### config.mk
export PLATFORM = sky130hd
export DESIGN_NAME = irrigation_zone_scheduler_unit
export DESIGN_NICKNAME = d
export VERILOG_FILES = /design/src/rtl/core/izs_pkg.sv /design/src/rtl/core/izs_cfg_regs.sv /design/src/rtl/core/izs_zone_mem.sv /design/src/rtl/core/izs_elapsed_cmp.sv /design/src/rtl/core/irrigation_zone_scheduler_unit.sv
export SDC_FILE = /design/constraint.sdc
export NUM_CORES = 1
export LEC_CHECK = 0
export BUFFER_PORTS_ARGS = -buffer_cell sky130_fd_sc_hd__buf_2
export CORE_MARGIN = 5
export CORE_UTILIZATION = 40
export DETAILED_ROUTE_END_ITERATION = 10
export PLACE_DENSITY_LB_ADDON = 0.08
export SLEW_MARGIN = 10
export SYNTH_ARGS = -nofsm -noshare
export SYNTH_HDL_FRONTEND = slang
export SYNTH_SLANG_ARGS = --single-unit
### constraint.sdc
create_clock -name clk_i -period 16.8 [get_ports clk_i]
set_input_delay 2.52 -clock clk_i [delete_from_list [all_inputs] [get_ports clk_i]]
set_output_delay 2.52 -clock clk_i [all_outputs]
set_load 0.01 [all_outputs]
### src/rtl/core/izs_pkg.sv
// ----------------------------------------------------------------------------
// izs_pkg
// Shared types and constants of the irrigation zone scheduler.
// ----------------------------------------------------------------------------
package izs_pkg;

  // Default number of zones
  localparam int NumZonesDef = 8;

  // Widths fixed by the item fields
  localparam int ZoneIdxW = 3;
  localparam int HumW     = 10;
  localparam int TimeW    = 32;
  localparam int MinuteW  = 11;
  localparam int SecW     = 16;
  localparam int CfgIdxW  = 3;
  localparam int CfgDataW = 16;

  localparam logic [TimeW-1:0] MsPerSec = 32'd1000;

  // Register reset values
  localparam logic               RstStartMode = 1'b0;
  localparam logic [MinuteW-1:0] RstWinStart  = 11'd360;
  localparam logic [MinuteW-1:0] RstWinEnd    = 11'd480;
  localparam logic [SecW-1:0]    RstRunLimit  = 16'd600;
  localparam logic [SecW-1:0]    RstRetry     = 16'd3600;
  localparam logic [HumW-1:0]    RstStartBel  = 10'd300;
  localparam logic [HumW-1:0]    RstStopAbv   = 10'd600;

  typedef enum logic [CfgIdxW-1:0] {
    CFG_START_MODE  = 3'd0,
    CFG_WIN_START   = 3'd1,
    CFG_WIN_END     = 3'd2,
    CFG_RUN_LIMIT   = 3'd3,
    CFG_RETRY_DELAY = 3'd4,
    CFG_START_BELOW = 3'd5,
    CFG_STOP_ABOVE  = 3'd6
  } cfg_idx_e;

  typedef enum logic {
    OP_SENSOR = 1'b0,
    OP_TICK   = 1'b1
  } opcode_e;

  typedef enum logic [1:0] {
    RSN_HUMIDITY = 2'd0,
    RSN_WINDOW   = 2'd1,
    RSN_RUNTIME  = 2'd2
  } reason_e;

  typedef enum logic [2:0] {
    S_IDLE,
    S_CLOSE,
    S_SCAN_RD,
    S_SCAN_EV,
    S_FIN
  } state_e;

  // Configuration seen by the scheduler; limits already scaled to ms
  typedef struct packed {
    logic               start_mode;
    logic [MinuteW-1:0] win_start;
    logic [MinuteW-1:0] win_end;
    logic [TimeW-1:0]   run_ms;
    logic [TimeW-1:0]   retry_ms;
    logic [HumW-1:0]    start_below;
    logic [HumW-1:0]    stop_above;
  } cfg_t;

endpackage

### src/rtl/core/izs_cfg_regs.sv
// ----------------------------------------------------------------------------
// izs_cfg_regs
// Configuration register file; time limits are stored as milliseconds.
// ----------------------------------------------------------------------------
module izs_cfg_regs (
  input  logic                          clk_i,
  input  logic                          rst_ni,
  input  logic                          cfg_valid_i,
  output logic                          cfg_ready_o,
  input  logic [izs_pkg::CfgIdxW-1:0]   cfg_index_i,
  input  logic [izs_pkg::CfgDataW-1:0]  cfg_data_i,
  output izs_pkg::cfg_t                 cfg_o
);

  izs_pkg::cfg_t cfg_q, cfg_d;
  logic [izs_pkg::TimeW-1:0] data_ms;
  logic                      wr_en;

  assign cfg_ready_o = 1'b1;
  assign wr_en       = cfg_valid_i && cfg_ready_o;

  // seconds to milliseconds, one constant multiply per write
  assign data_ms = izs_pkg::TimeW'(cfg_data_i) * izs_pkg::MsPerSec;

  // register decode
  always_comb begin
    cfg_d = cfg_q;
    if (wr_en) begin
      unique case (cfg_index_i)
        izs_pkg::CFG_START_MODE:  cfg_d.start_mode  = cfg_data_i[0];
        izs_pkg::CFG_WIN_START:   cfg_d.win_start   = cfg_data_i[izs_pkg::MinuteW-1:0];
        izs_pkg::CFG_WIN_END:     cfg_d.win_end     = cfg_data_i[izs_pkg::MinuteW-1:0];
        izs_pkg::CFG_RUN_LIMIT:   cfg_d.run_ms      = data_ms;
        izs_pkg::CFG_RETRY_DELAY: cfg_d.retry_ms    = data_ms;
        izs_pkg::CFG_START_BELOW: cfg_d.start_below = cfg_data_i[izs_pkg::HumW-1:0];
        izs_pkg::CFG_STOP_ABOVE:  cfg_d.stop_above  = cfg_data_i[izs_pkg::HumW-1:0];
        default: ;
      endcase
    end
  end

  always_ff @(posedge clk_i or negedge rst_ni) begin
    if (!rst_ni) begin
      cfg_q.start_mode  <= izs_pkg::RstStartMode;
      cfg_q.win_start   <= izs_pkg::RstWinStart;
      cfg_q.win_end     <= izs_pkg::RstWinEnd;
      cfg_q.run_ms      <= izs_pkg::TimeW'(izs_pkg::RstRunLimit) * izs_pkg::MsPerSec;
      cfg_q.retry_ms    <= izs_pkg::TimeW'(izs_pkg::RstRetry) * izs_pkg::MsPerSec;
      cfg_q.start_below <= izs_pkg::RstStartBel;
      cfg_q.stop_above  <= izs_pkg::RstStopAbv;
    end else begin
      cfg_q <= cfg_d;
    end
  end

  assign cfg_o = cfg_q;

endmodule

### src/rtl/core/izs_zone_mem.sv
// ----------------------------------------------------------------------------
// izs_zone_mem
// Per-zone humidity and last-close time, one shared registered read port.
// ----------------------------------------------------------------------------
module izs_zone_mem #(
  parameter int NUM_ZONES = izs_pkg::NumZonesDef
) (
  input  logic                                               clk_i,
  input  logic                                               hum_we_i,
  input  logic [((NUM_ZONES > 1) ? $clog2(NUM_ZONES) : 1)-1:0] hum_waddr_i,
  input  logic [izs_pkg::HumW-1:0]                           hum_wdata_i,
  input  logic                                               lc_we_i,
  input  logic [((NUM_ZONES > 1) ? $clog2(NUM_ZONES) : 1)-1:0] lc_waddr_i,
  input  logic [izs_pkg::TimeW-1:0]                          lc_wdata_i,
  input  logic [((NUM_ZONES > 1) ? $clog2(NUM_ZONES) : 1)-1:0] raddr_i,
  output logic [izs_pkg::HumW-1:0]                           hum_rdata_o,
  output logic [izs_pkg::TimeW-1:0]                          lc_rdata_o
);

  logic [izs_pkg::HumW-1:0]  hum_mem [NUM_ZONES];
  logic [izs_pkg::TimeW-1:0] lc_mem  [NUM_ZONES];

  // humidity store
  always_ff @(posedge clk_i) begin
    if (hum_we_i) begin
      hum_mem[hum_waddr_i] <= hum_wdata_i;
    end
    hum_rdata_o <= hum_mem[raddr_i];
  end

  // last close time store
  always_ff @(posedge clk_i) begin
    if (lc_we_i) begin
      lc_mem[lc_waddr_i] <= lc_wdata_i;
    end
    lc_rdata_o <= lc_mem[raddr_i];
  end

endmodule

### src/rtl/core/izs_elapsed_cmp.sv
// ----------------------------------------------------------------------------
// izs_elapsed_cmp
// Shared elapsed-time unit: (now - then) mod 2^32 >= limit in ms.
// ----------------------------------------------------------------------------
module izs_elapsed_cmp (
  input  logic [izs_pkg::TimeW-1:0] now_i,
  input  logic [izs_pkg::TimeW-1:0] then_i,
  input  logic [izs_pkg::TimeW-1:0] limit_ms_i,
  output logic                      ge_o
);

  logic [izs_pkg::TimeW-1:0] diff;

  // floor(diff/1000) >= L holds exactly when diff >= 1000*L
  assign diff = now_i - then_i;
  assign ge_o = (diff >= limit_ms_i);

endmodule

### src/rtl/core/irrigation_zone_scheduler_unit.sv
// ----------------------------------------------------------------------------
// irrigation_zone_scheduler_unit
// Keeps at most one valve open; closes on wet, window end or run limit and
// opens the next dry, rested zone round-robin.
//
//   channel | dir | handshake              | payload
//   --------+-----+------------------------+---------------------------------
//   in      | in  | in_valid_i/in_ready_o  | opcode .. clock_valid
//   out     | out | out_valid_o/out_ready_i| valve_closed .. valve_active
//   cfg     | in  | cfg_valid_i/cfg_ready_o| cfg_index_i, cfg_data_i
//
// A sensor request is answered in the next cycle. A tick goes S_CLOSE, then
// S_SCAN_RD and S_SCAN_EV if it searches, then S_FIN; the search visits one
// zone per cycle through the registered zone memory read and the shared
// elapsed-time comparator. in_ready_o is low while a tick is in progress and
// while an unaccepted result would be overwritten. Reset clears the valve
// state, pointer, usable and closed flags; the zone memories need no clear.
// ----------------------------------------------------------------------------
module irrigation_zone_scheduler_unit #(
  parameter int NUM_ZONES = izs_pkg::NumZonesDef
) (
  input  logic                          clk_i,
  input  logic                          rst_ni,
  input  logic                          in_valid_i,
  output logic                          in_ready_o,
  input  logic                          opcode_i,
  input  logic [izs_pkg::ZoneIdxW-1:0]  zone_index_i,
  input  logic [izs_pkg::HumW-1:0]      humidity_tenths_i,
  input  logic                          reading_usable_i,
  input  logic [izs_pkg::TimeW-1:0]     now_ms_i,
  input  logic [izs_pkg::MinuteW-1:0]   minute_of_day_i,
  input  logic                          clock_valid_i,
  output logic                          out_valid_o,
  input  logic                          out_ready_i,
  output logic                          valve_closed_o,
  output logic [izs_pkg::ZoneIdxW-1:0]  closed_zone_o,
  output logic [1:0]                    close_reason_o,
  output logic                          valve_opened_o,
  output logic [izs_pkg::ZoneIdxW-1:0]  opened_zone_o,
  output logic                          valve_active_o,
  input  logic                          cfg_valid_i,
  output logic                          cfg_ready_o,
  input  logic [izs_pkg::CfgIdxW-1:0]   cfg_index_i,
  input  logic [izs_pkg::CfgDataW-1:0]  cfg_data_i
);

  localparam int ZW = (NUM_ZONES > 1) ? $clog2(NUM_ZONES) : 1;
  localparam logic [ZW-1:0] LastZone = ZW'(NUM_ZONES - 1);

  izs_pkg::cfg_t   cfg;
  izs_pkg::state_e state_q, state_d;

  logic                        valve_on_q, valve_on_d;
  logic [ZW-1:0]               active_zone_q, active_zone_d;
  logic [izs_pkg::TimeW-1:0]   opened_at_q, opened_at_d;
  logic [ZW-1:0]               next_zone_q, next_zone_d;
  logic [NUM_ZONES-1:0]        has_closed_q, has_closed_d;
  logic [NUM_ZONES-1:0]        usable_q, usable_d;
  logic [izs_pkg::TimeW-1:0]   now_q, now_d;
  logic                        allowed_q, allowed_d;
  logic [ZW-1:0]               scan_z_q, scan_z_d;
  logic [ZW-1:0]               scan_cnt_q, scan_cnt_d;
  logic                        res_closed_q, res_closed_d;
  logic [ZW-1:0]               res_czone_q, res_czone_d;
  izs_pkg::reason_e            res_reason_q, res_reason_d;
  logic                        res_opened_q, res_opened_d;
  logic [ZW-1:0]               res_ozone_q, res_ozone_d;

  logic                        out_valid_q, out_valid_d;
  logic                        out_closed_q, out_closed_d;
  logic [izs_pkg::ZoneIdxW-1:0] out_czone_q, out_czone_d;
  logic [1:0]                  out_reason_q, out_reason_d;
  logic                        out_opened_q, out_opened_d;
  logic [izs_pkg::ZoneIdxW-1:0] out_ozone_q, out_ozone_d;
  logic                        out_active_q, out_active_d;

  logic                        in_acc;
  logic                        win_allowed;
  logic                        sens_in_range;
  logic [ZW-1:0]               sens_addr;
  logic [ZW-1:0]               mem_raddr;
  logic                        hum_we;
  logic                        lc_we;
  logic [izs_pkg::HumW-1:0]    hum_rdata;
  logic [izs_pkg::TimeW-1:0]   lc_rdata;
  logic [izs_pkg::TimeW-1:0]   cmp_then;
  logic [izs_pkg::TimeW-1:0]   cmp_limit;
  logic                        cmp_ge;
  logic                        hum_stop;
  logic                        do_close;
  izs_pkg::reason_e            close_reason;
  logic                        scan_hit;
  logic [ZW-1:0]               scan_z_inc;
  logic [ZW-1:0]               active_inc;

  // configuration registers
  izs_cfg_regs u_cfg (
    .clk_i       (clk_i),
    .rst_ni      (rst_ni),
    .cfg_valid_i (cfg_valid_i),
    .cfg_ready_o (cfg_ready_o),
    .cfg_index_i (cfg_index_i),
    .cfg_data_i  (cfg_data_i),
    .cfg_o       (cfg)
  );

  // zone stores
  izs_zone_mem #(
    .NUM_ZONES (NUM_ZONES)
  ) u_mem (
    .clk_i       (clk_i),
    .hum_we_i    (hum_we),
    .hum_waddr_i (sens_addr),
    .hum_wdata_i (humidity_tenths_i),
    .lc_we_i     (lc_we),
    .lc_waddr_i  (active_zone_q),
    .lc_wdata_i  (now_q),
    .raddr_i     (mem_raddr),
    .hum_rdata_o (hum_rdata),
    .lc_rdata_o  (lc_rdata)
  );

  // shared elapsed-time comparator
  izs_elapsed_cmp u_cmp (
    .now_i      (now_q),
    .then_i     (cmp_then),
    .limit_ms_i (cmp_limit),
    .ge_o       (cmp_ge)
  );

  assign in_ready_o = (state_q == izs_pkg::S_IDLE) && (!out_valid_q || out_ready_i);
  assign in_acc     = in_valid_i && in_ready_o;

  // sensor write address
  assign sens_in_range = (32'(zone_index_i) < 32'(NUM_ZONES));
  assign sens_addr     = ZW'(zone_index_i);

  // window test on the incoming tick
  always_comb begin
    if (!cfg.start_mode) begin
      win_allowed = 1'b1;
    end else if (!clock_valid_i) begin
      win_allowed = 1'b0;
    end else if (cfg.win_start <= cfg.win_end) begin
      win_allowed = (minute_of_day_i >= cfg.win_start) && (minute_of_day_i <= cfg.win_end);
    end else begin
      win_allowed = (minute_of_day_i >= cfg.win_start) || (minute_of_day_i <= cfg.win_end);
    end
  end

  // round-robin increments
  assign scan_z_inc = (scan_z_q == LastZone) ? '0 : scan_z_q + 1'b1;
  assign active_inc = (active_zone_q == LastZone) ? '0 : active_zone_q + 1'b1;

  // comparator operands and decisions
  always_comb begin
    cmp_then  = opened_at_q;
    cmp_limit = cfg.run_ms;
    if (state_q == izs_pkg::S_SCAN_EV) begin
      cmp_then  = lc_rdata;
      cmp_limit = cfg.retry_ms;
    end
    hum_stop = usable_q[active_zone_q] && (hum_rdata > cfg.stop_above);
    do_close = valve_on_q && (hum_stop || !allowed_q || cmp_ge);
    if (hum_stop) begin
      close_reason = izs_pkg::RSN_HUMIDITY;
    end else if (!allowed_q) begin
      close_reason = izs_pkg::RSN_WINDOW;
    end else begin
      close_reason = izs_pkg::RSN_RUNTIME;
    end
    scan_hit = usable_q[scan_z_q] && (hum_rdata < cfg.start_below) &&
               (!has_closed_q[scan_z_q] || cmp_ge);
  end

  // next state
  always_comb begin
    state_d = state_q;
    unique case (state_q)
      izs_pkg::S_IDLE: begin
        if (in_acc && (opcode_i == izs_pkg::OP_TICK)) begin
          state_d = izs_pkg::S_CLOSE;
        end
      end
      izs_pkg::S_CLOSE: begin
        if ((!valve_on_q || do_close) && allowed_q) begin
          state_d = izs_pkg::S_SCAN_RD;
        end else begin
          state_d = izs_pkg::S_FIN;
        end
      end
      izs_pkg::S_SCAN_RD: state_d = izs_pkg::S_SCAN_EV;
      izs_pkg::S_SCAN_EV: begin
        if (scan_hit || (scan_cnt_q == LastZone)) begin
          state_d = izs_pkg::S_FIN;
        end
      end
      izs_pkg::S_FIN: state_d = izs_pkg::S_IDLE;
      default: state_d = izs_pkg::S_IDLE;
    endcase
  end

  // datapath and result updates
  always_comb begin
    valve_on_d    = valve_on_q;
    active_zone_d = active_zone_q;
    opened_at_d   = opened_at_q;
    next_zone_d   = next_zone_q;
    has_closed_d  = has_closed_q;
    usable_d      = usable_q;
    now_d         = now_q;
    allowed_d     = allowed_q;
    scan_z_d      = scan_z_q;
    scan_cnt_d    = scan_cnt_q;
    res_closed_d  = res_closed_q;
    res_czone_d   = res_czone_q;
    res_reason_d  = res_reason_q;
    res_opened_d  = res_opened_q;
    res_ozone_d   = res_ozone_q;
    out_valid_d   = out_valid_q && !out_ready_i;
    out_closed_d  = out_closed_q;
    out_czone_d   = out_czone_q;
    out_reason_d  = out_reason_q;
    out_opened_d  = out_opened_q;
    out_ozone_d   = out_ozone_q;
    out_active_d  = out_active_q;
    mem_raddr     = active_zone_q;
    hum_we        = 1'b0;
    lc_we         = 1'b0;
    unique case (state_q)
      izs_pkg::S_IDLE: begin
        if (in_acc) begin
          if (opcode_i == izs_pkg::OP_SENSOR) begin
            if (sens_in_range) begin
              hum_we              = 1'b1;
              usable_d[sens_addr] = reading_usable_i;
            end
            out_valid_d  = 1'b1;
            out_closed_d = 1'b0;
            out_czone_d  = '0;
            out_reason_d = izs_pkg::RSN_HUMIDITY;
            out_opened_d = 1'b0;
            out_ozone_d  = '0;
            out_active_d = valve_on_q;
          end else begin
            now_d        = now_ms_i;
            allowed_d    = win_allowed;
            res_closed_d = 1'b0;
            res_czone_d  = '0;
            res_reason_d = izs_pkg::RSN_HUMIDITY;
            res_opened_d = 1'b0;
            res_ozone_d  = '0;
          end
        end
      end
      izs_pkg::S_CLOSE: begin
        scan_cnt_d = '0;
        scan_z_d   = next_zone_q;
        if (do_close) begin
          lc_we                       = 1'b1;
          has_closed_d[active_zone_q] = 1'b1;
          next_zone_d                 = active_inc;
          scan_z_d                    = active_inc;
          valve_on_d                  = 1'b0;
          res_closed_d                = 1'b1;
          res_czone_d                 = active_zone_q;
          res_reason_d                = close_reason;
        end
      end
      izs_pkg::S_SCAN_RD: begin
        mem_raddr = scan_z_q;
      end
      izs_pkg::S_SCAN_EV: begin
        mem_raddr = scan_z_inc;
        if (scan_hit) begin
          valve_on_d    = 1'b1;
          active_zone_d = scan_z_q;
          opened_at_d   = now_q;
          res_opened_d  = 1'b1;
          res_ozone_d   = scan_z_q;
        end else begin
          scan_z_d   = scan_z_inc;
          scan_cnt_d = scan_cnt_q + 1'b1;
        end
      end
      izs_pkg::S_FIN: begin
        out_valid_d  = 1'b1;
        out_closed_d = res_closed_q;
        out_czone_d  = izs_pkg::ZoneIdxW'(res_czone_q);
        out_reason_d = res_reason_q;
        out_opened_d = res_opened_q;
        out_ozone_d  = izs_pkg::ZoneIdxW'(res_ozone_q);
        out_active_d = valve_on_q;
      end
      default: ;
    endcase
  end

  // control state
  always_ff @(posedge clk_i or negedge rst_ni) begin
    if (!rst_ni) begin
      state_q       <= izs_pkg::S_IDLE;
      valve_on_q    <= 1'b0;
      active_zone_q <= '0;
      opened_at_q   <= '0;
      next_zone_q   <= '0;
      has_closed_q  <= '0;
      usable_q      <= '0;
      out_valid_q   <= 1'b0;
    end else begin
      state_q       <= state_d;
      valve_on_q    <= valve_on_d;
      active_zone_q <= active_zone_d;
      opened_at_q   <= opened_at_d;
      next_zone_q   <= next_zone_d;
      has_closed_q  <= has_closed_d;
      usable_q      <= usable_d;
      out_valid_q   <= out_valid_d;
    end
  end

  // payload registers
  always_ff @(posedge clk_i) begin
    now_q        <= now_d;
    allowed_q    <= allowed_d;
    scan_z_q     <= scan_z_d;
    scan_cnt_q   <= scan_cnt_d;
    res_closed_q <= res_closed_d;
    res_czone_q  <= res_czone_d;
    res_reason_q <= res_reason_d;
    res_opened_q <= res_opened_d;
    res_ozone_q  <= res_ozone_d;
    out_closed_q <= out_closed_d;
    out_czone_q  <= out_czone_d;
    out_reason_q <= out_reason_d;
    out_opened_q <= out_opened_d;
    out_ozone_q  <= out_ozone_d;
    out_active_q <= out_active_d;
  end

  assign out_valid_o    = out_valid_q;
  assign valve_closed_o = out_closed_q;
  assign closed_zone_o  = out_czone_q;
  assign close_reason_o = out_reason_q;
  assign valve_opened_o = out_opened_q;
  assign opened_zone_o  = out_ozone_q;
  assign valve_active_o = out_active_q;

`ifndef ASSERT_OFF
  // an opened valve is still open in the same result
  a_open_active: assert property (@(posedge clk_i) disable iff (!rst_ni)
    (out_valid_o && valve_opened_o) |-> valve_active_o)
    else $error("opened valve not reported active");

  // a tick request blocks the next request
  a_tick_busy: assert property (@(posedge clk_i) disable iff (!rst_ni)
    (in_acc && (opcode_i == izs_pkg::OP_TICK)) |=> !in_ready_o)
    else $error("ready during tick processing");

  // the search never passes the last zone offset
  a_scan_bound: assert property (@(posedge clk_i) disable iff (!rst_ni)
    (state_q == izs_pkg::S_SCAN_EV) |-> (scan_cnt_q <= LastZone))
    else $error("search ran past all zones");

  // a valve opens only through a search hit
  a_open_src: assert property (@(posedge clk_i) disable iff (!rst_ni)
    $rose(valve_on_q) |-> (res_opened_q && $past(state_q == izs_pkg::S_SCAN_EV)))
    else $error("valve opened outside the search");
`endif

endmodule

==> impl_metrics.yaml <==
run_status:
  status: "finished, final reports clean"
setup_path:
  end_kind: "register"
  crit_path_max_incr_delay_ns: 0.85
  r2r-end: "res_opened_q"
  cp-start-kind: "register"
  critPathTopFamily: "compound AO/OA/AOI/OAI gates"
  path_max_fanout: 61
  path_buf_inv: 2
  cp.required_ns: 17.08
  slowest_stage: "or2_2"
  ff2ff_setup_slack_ns: 9.07
  regToRegStartpoint: "state_q[0]"
  arrival_ns: 8.01
  cp_common_cell: "a21oi_1"
  worst-r2r-cell-count: 25
  worstSetupPathType: "reg -> reg"
placement:
  dpl.cell_count: 2873
  portBuffers: 95
  dp_hpwl_um: 43120
  gp_congestion: 0.8380
die:
  dieWidth_um: 275.4
  start_util_pct: 40.30
  row_count: 97
  die-area_um2: 75830
  core_um2: 69910
  die_h_um: 275.4
  io_pins: 97
grt:
  grt_pass1_wl_um: 98860
  grt_pass1_vias: 16770
  overflow: 0
  antenna_found_initial: 3
  grt_usage_pct: 17.02
  grt_max_degree: 78
pwr:
  powerDensity_nw_per_um2: 184.5
  leakagePower_uw: 0.01262
  vdd_drop_max_mv: 0.1012
cells_and_area:
  nFillCells: 6308
  layout.nets: 2304
  area_growth_pct: 13.08
  final_cell_count_no_fill: 2996
  drive_above_1_share_pct: 22.34
drt:
  final_antenna_net_count: 0
  vias: 15630
  vias_per_cell: 5.217
  drc: 0
  wl_per_cell_um: 21.17
  drt_wl_total_um: 63420
  drtIter0Drc: 791
  firstDrtPassIters: 5
timing:
  skew_ns: 0.03360
  max_freq_mhz: 129.4
  worstMarginPinSlew_ns: 1.105
  setup_tns_ns: 0
  hold_viol_final: 0
  period_share_pct: 46.00
  relSlewSlack_pct: 26.34
  finalSetupViolCount: 0
  rsz0062_at_grt: "no"
  slew_violations: 0
  min_period_ns: 7.728
yosys:
  synthTopCellsByCount: "edfxtp_1 (396), ha_1 (165), dfrtp_1 (113)"
  synth-edff-count: 396
  async_reset_ff_share_pct: 25.26
  yosys_warnings: 0
  ys.flop_type: "edfxtp_1"
  synth.most_common_cell: "edfxtp_1"
  synth_cell_types: 82
  seq_area_frac_synth_pct: 58.50
  synthTopCellsByArea: "edfxtp_1 (42%), dfrtp_1 (10%), ha_1 (7.3%), mux4_2 (7.2%), fa_1 (3.9%)"
  synth_top_area_share_pct: 42.21
  netlist_area_um2: 28170
  synth_cells: 1886
  syn_nets: 2189
  ys_ff_latch: 586
  syn-mean-instance-area_um2: 14.94
  yosys.area.top_type: "edfxtp_1"
cts:
  path_clk_slew_ns: 0.06
  clock-sinks: 586
  root_buffer: "clkbuf_16"
  clk_latency_ns: 0.61
  post_cts_buffers: 0
  holdBufCountCts: 0
  cts.htree.levels: 3
  cts_buffer_depth: 3
  numCtsBuffers: 66
  cts_resized: 0
  cts_tree: "built"
worst_hold_path:
  min_path_cells: 1
  hp-start: "has_closed_q[6]"
  hold_end: "has_closed_q[6]"
  hp-class: "reg -> reg"
job:
  cap_violations: 0
==> through the flow <==
| stage | hold slack [ns] | total power, uW | cell area (um2) | setup WS (ns) | utilization [%] |
|---|---|---|---|---|---|
| 2_1_floorplan | 0.4233 | 3818 | 28170 | 10.29 | - |
| 3_3_place_gp | 0.4452 | 4503 | 29720 | 9.199 | 42.51 |
| 3_5_place_dp | 0.4526 | 4535 | 29720 | 8.999 | 42.51 |
| 4_1_cts | 0.4656 | 5983 | 31850 | 8.971 | 45.57 |
| 5_1_grt | 0.4789 | 6313 | 31850 | 8.310 | 45.57 |
| 6_report | 0.4607 | 5879 | 31860 | 9.072 | 45.57 |
==> worst register-to-register path, cell delays in order, from the launching register on <==
cell and delay (ns):
dfrtp_1 0.52, nand3b_4 0.14, buf_4 0.79, inv_1 0.48, nand2_1 0.17, nand2_1 0.06, ha_1 0.18, nand2b_1 0.16
a21oi_1 0.17, nor4_1 0.09, o21ai_1 0.40, o22ai_1 0.17, o21ai_0 0.47, a21oi_1 0.19, xnor2_1 0.17, ha_1 0.32
a21o_1 0.18, a21o_1 0.17, a21oi_1 0.19, o21ai_0 0.12, a21o_1 0.17, nor4_1 0.17, nand4b_1 0.21, o41ai_2 0.52
or2_2 0.85, a21oi_1 0.35
==> layer usage <==
metal / wire length (um) / share of wire, % / GRT usage, %
met2: 32170 / 51 / 29.66
met4: 1281 / 2.0 / 4.240
met5: 7 / 0.011 / 0
met1: 27770 / 44 / 22.26
met3: 2189 / 3.5 / 2.903
==> logic make-up (layout without fill, tap and decap cells) <==
group                    after synthesis  count (layout)  share of synthesized area (%)
buffers and inverters                157             326                          2.283
AO/OA/AOI/OAI                        306             306                          7.142
other                                  1               2                        0.01331
adder cells (fa/ha/maj)              220             220                          11.24
AND/OR/NAND/NOR                      302             302                          5.325
XOR/XNOR                              45              45                          1.399
flip-flops                           586             586                          58.50
multiplexers                         269             269                          14.10
==> state kept, by name (all words and copies together) (netlist names), 10 cells and up <==
register,cells
now_q,32
u_cfg.cfg_o,89
opened_at_q,32
u_mem.hum_mem,80
u_mem.lc_rdata_o,32
u_mem.hum_rdata_o,10
u_mem.lc_mem,256
==> placed cells by master (no fill, tap or decap), types with 10 or more instances in the layout <==
cell type	netlist	final
ha_1	165	165
nand2b_1	16	16
clkbuf_16	0	67
a21o_1	33	33
and2_1	21	20
nor2_1	50	50
a211oi_1	12	12
a21oi_1	62	59
dfrtp_1	113	113
mux4_2	90	90
nand2_1	110	110
nand3_1	11	11
xnor2_1	25	25
clkbuf_1	43	22
nor3_1	17	16
o21a_1	20	20
fa_1	55	55
nand4_1	15	15
buf_4	1	19
mux2_2	88	88
mux2i_1	62	62
inv_1	90	90
mux2_1	27	27
buf_2	10	94
dfxtp_1	42	42
o21ai_0	97	97
xor2_1	20	20
edfxtp_1	396	396
and3_1	16	10
dfstp_2	35	35
nor2b_1	14	14
==> power by group <==
group / total, uW / internal [uW] / leakage, uW / switching, uW
sequential: 1980 / 1810 / 0.00576 / 164
combinational: 2490 / 1140 / 0.00582 / 1350
clock: 1420 / 824 / 0.00104 / 592
total: 5880 / 3770 / 0.0126 / 2110
==> final cells by class <==
cell class | count | area (um2) | share of cell area, %
antenna | 1 | 2.502 | 0.007855
clock buffer | 92 | 1800 | 5.652
clock inverter | 30 | 337.8 | 1.060
inverter | 90 | 337.8 | 1.060
multi-input combinational | 1143 | 11100 | 34.84
sequential | 586 | 16480 | 51.73
tap | 940 | 1176 | 3.692
timing repair buffer | 114 | 624.3 | 1.960
==> worst max-delay path by stage <==
| stage | from | endpoint | slack, ns | depth (start not counted) |
|---|---|---|---|---|
| floorplan | cfg_data_i[0] | u_cfg.cfg_o[44] | 10.29 | 16 |
| global placement | state_q[0] | res_opened_q | 9.20 | 25 |
| detailed placement | state_q[0] | res_opened_q | 9.00 | 25 |
| CTS | state_q[0] | res_opened_q | 8.97 | 25 |
| global route | state_q[0] | res_opened_q | 8.31 | 25 |
| finish | state_q[0] | res_opened_q | 9.07 | 25 |
Power figures use the tool's default switching activity.
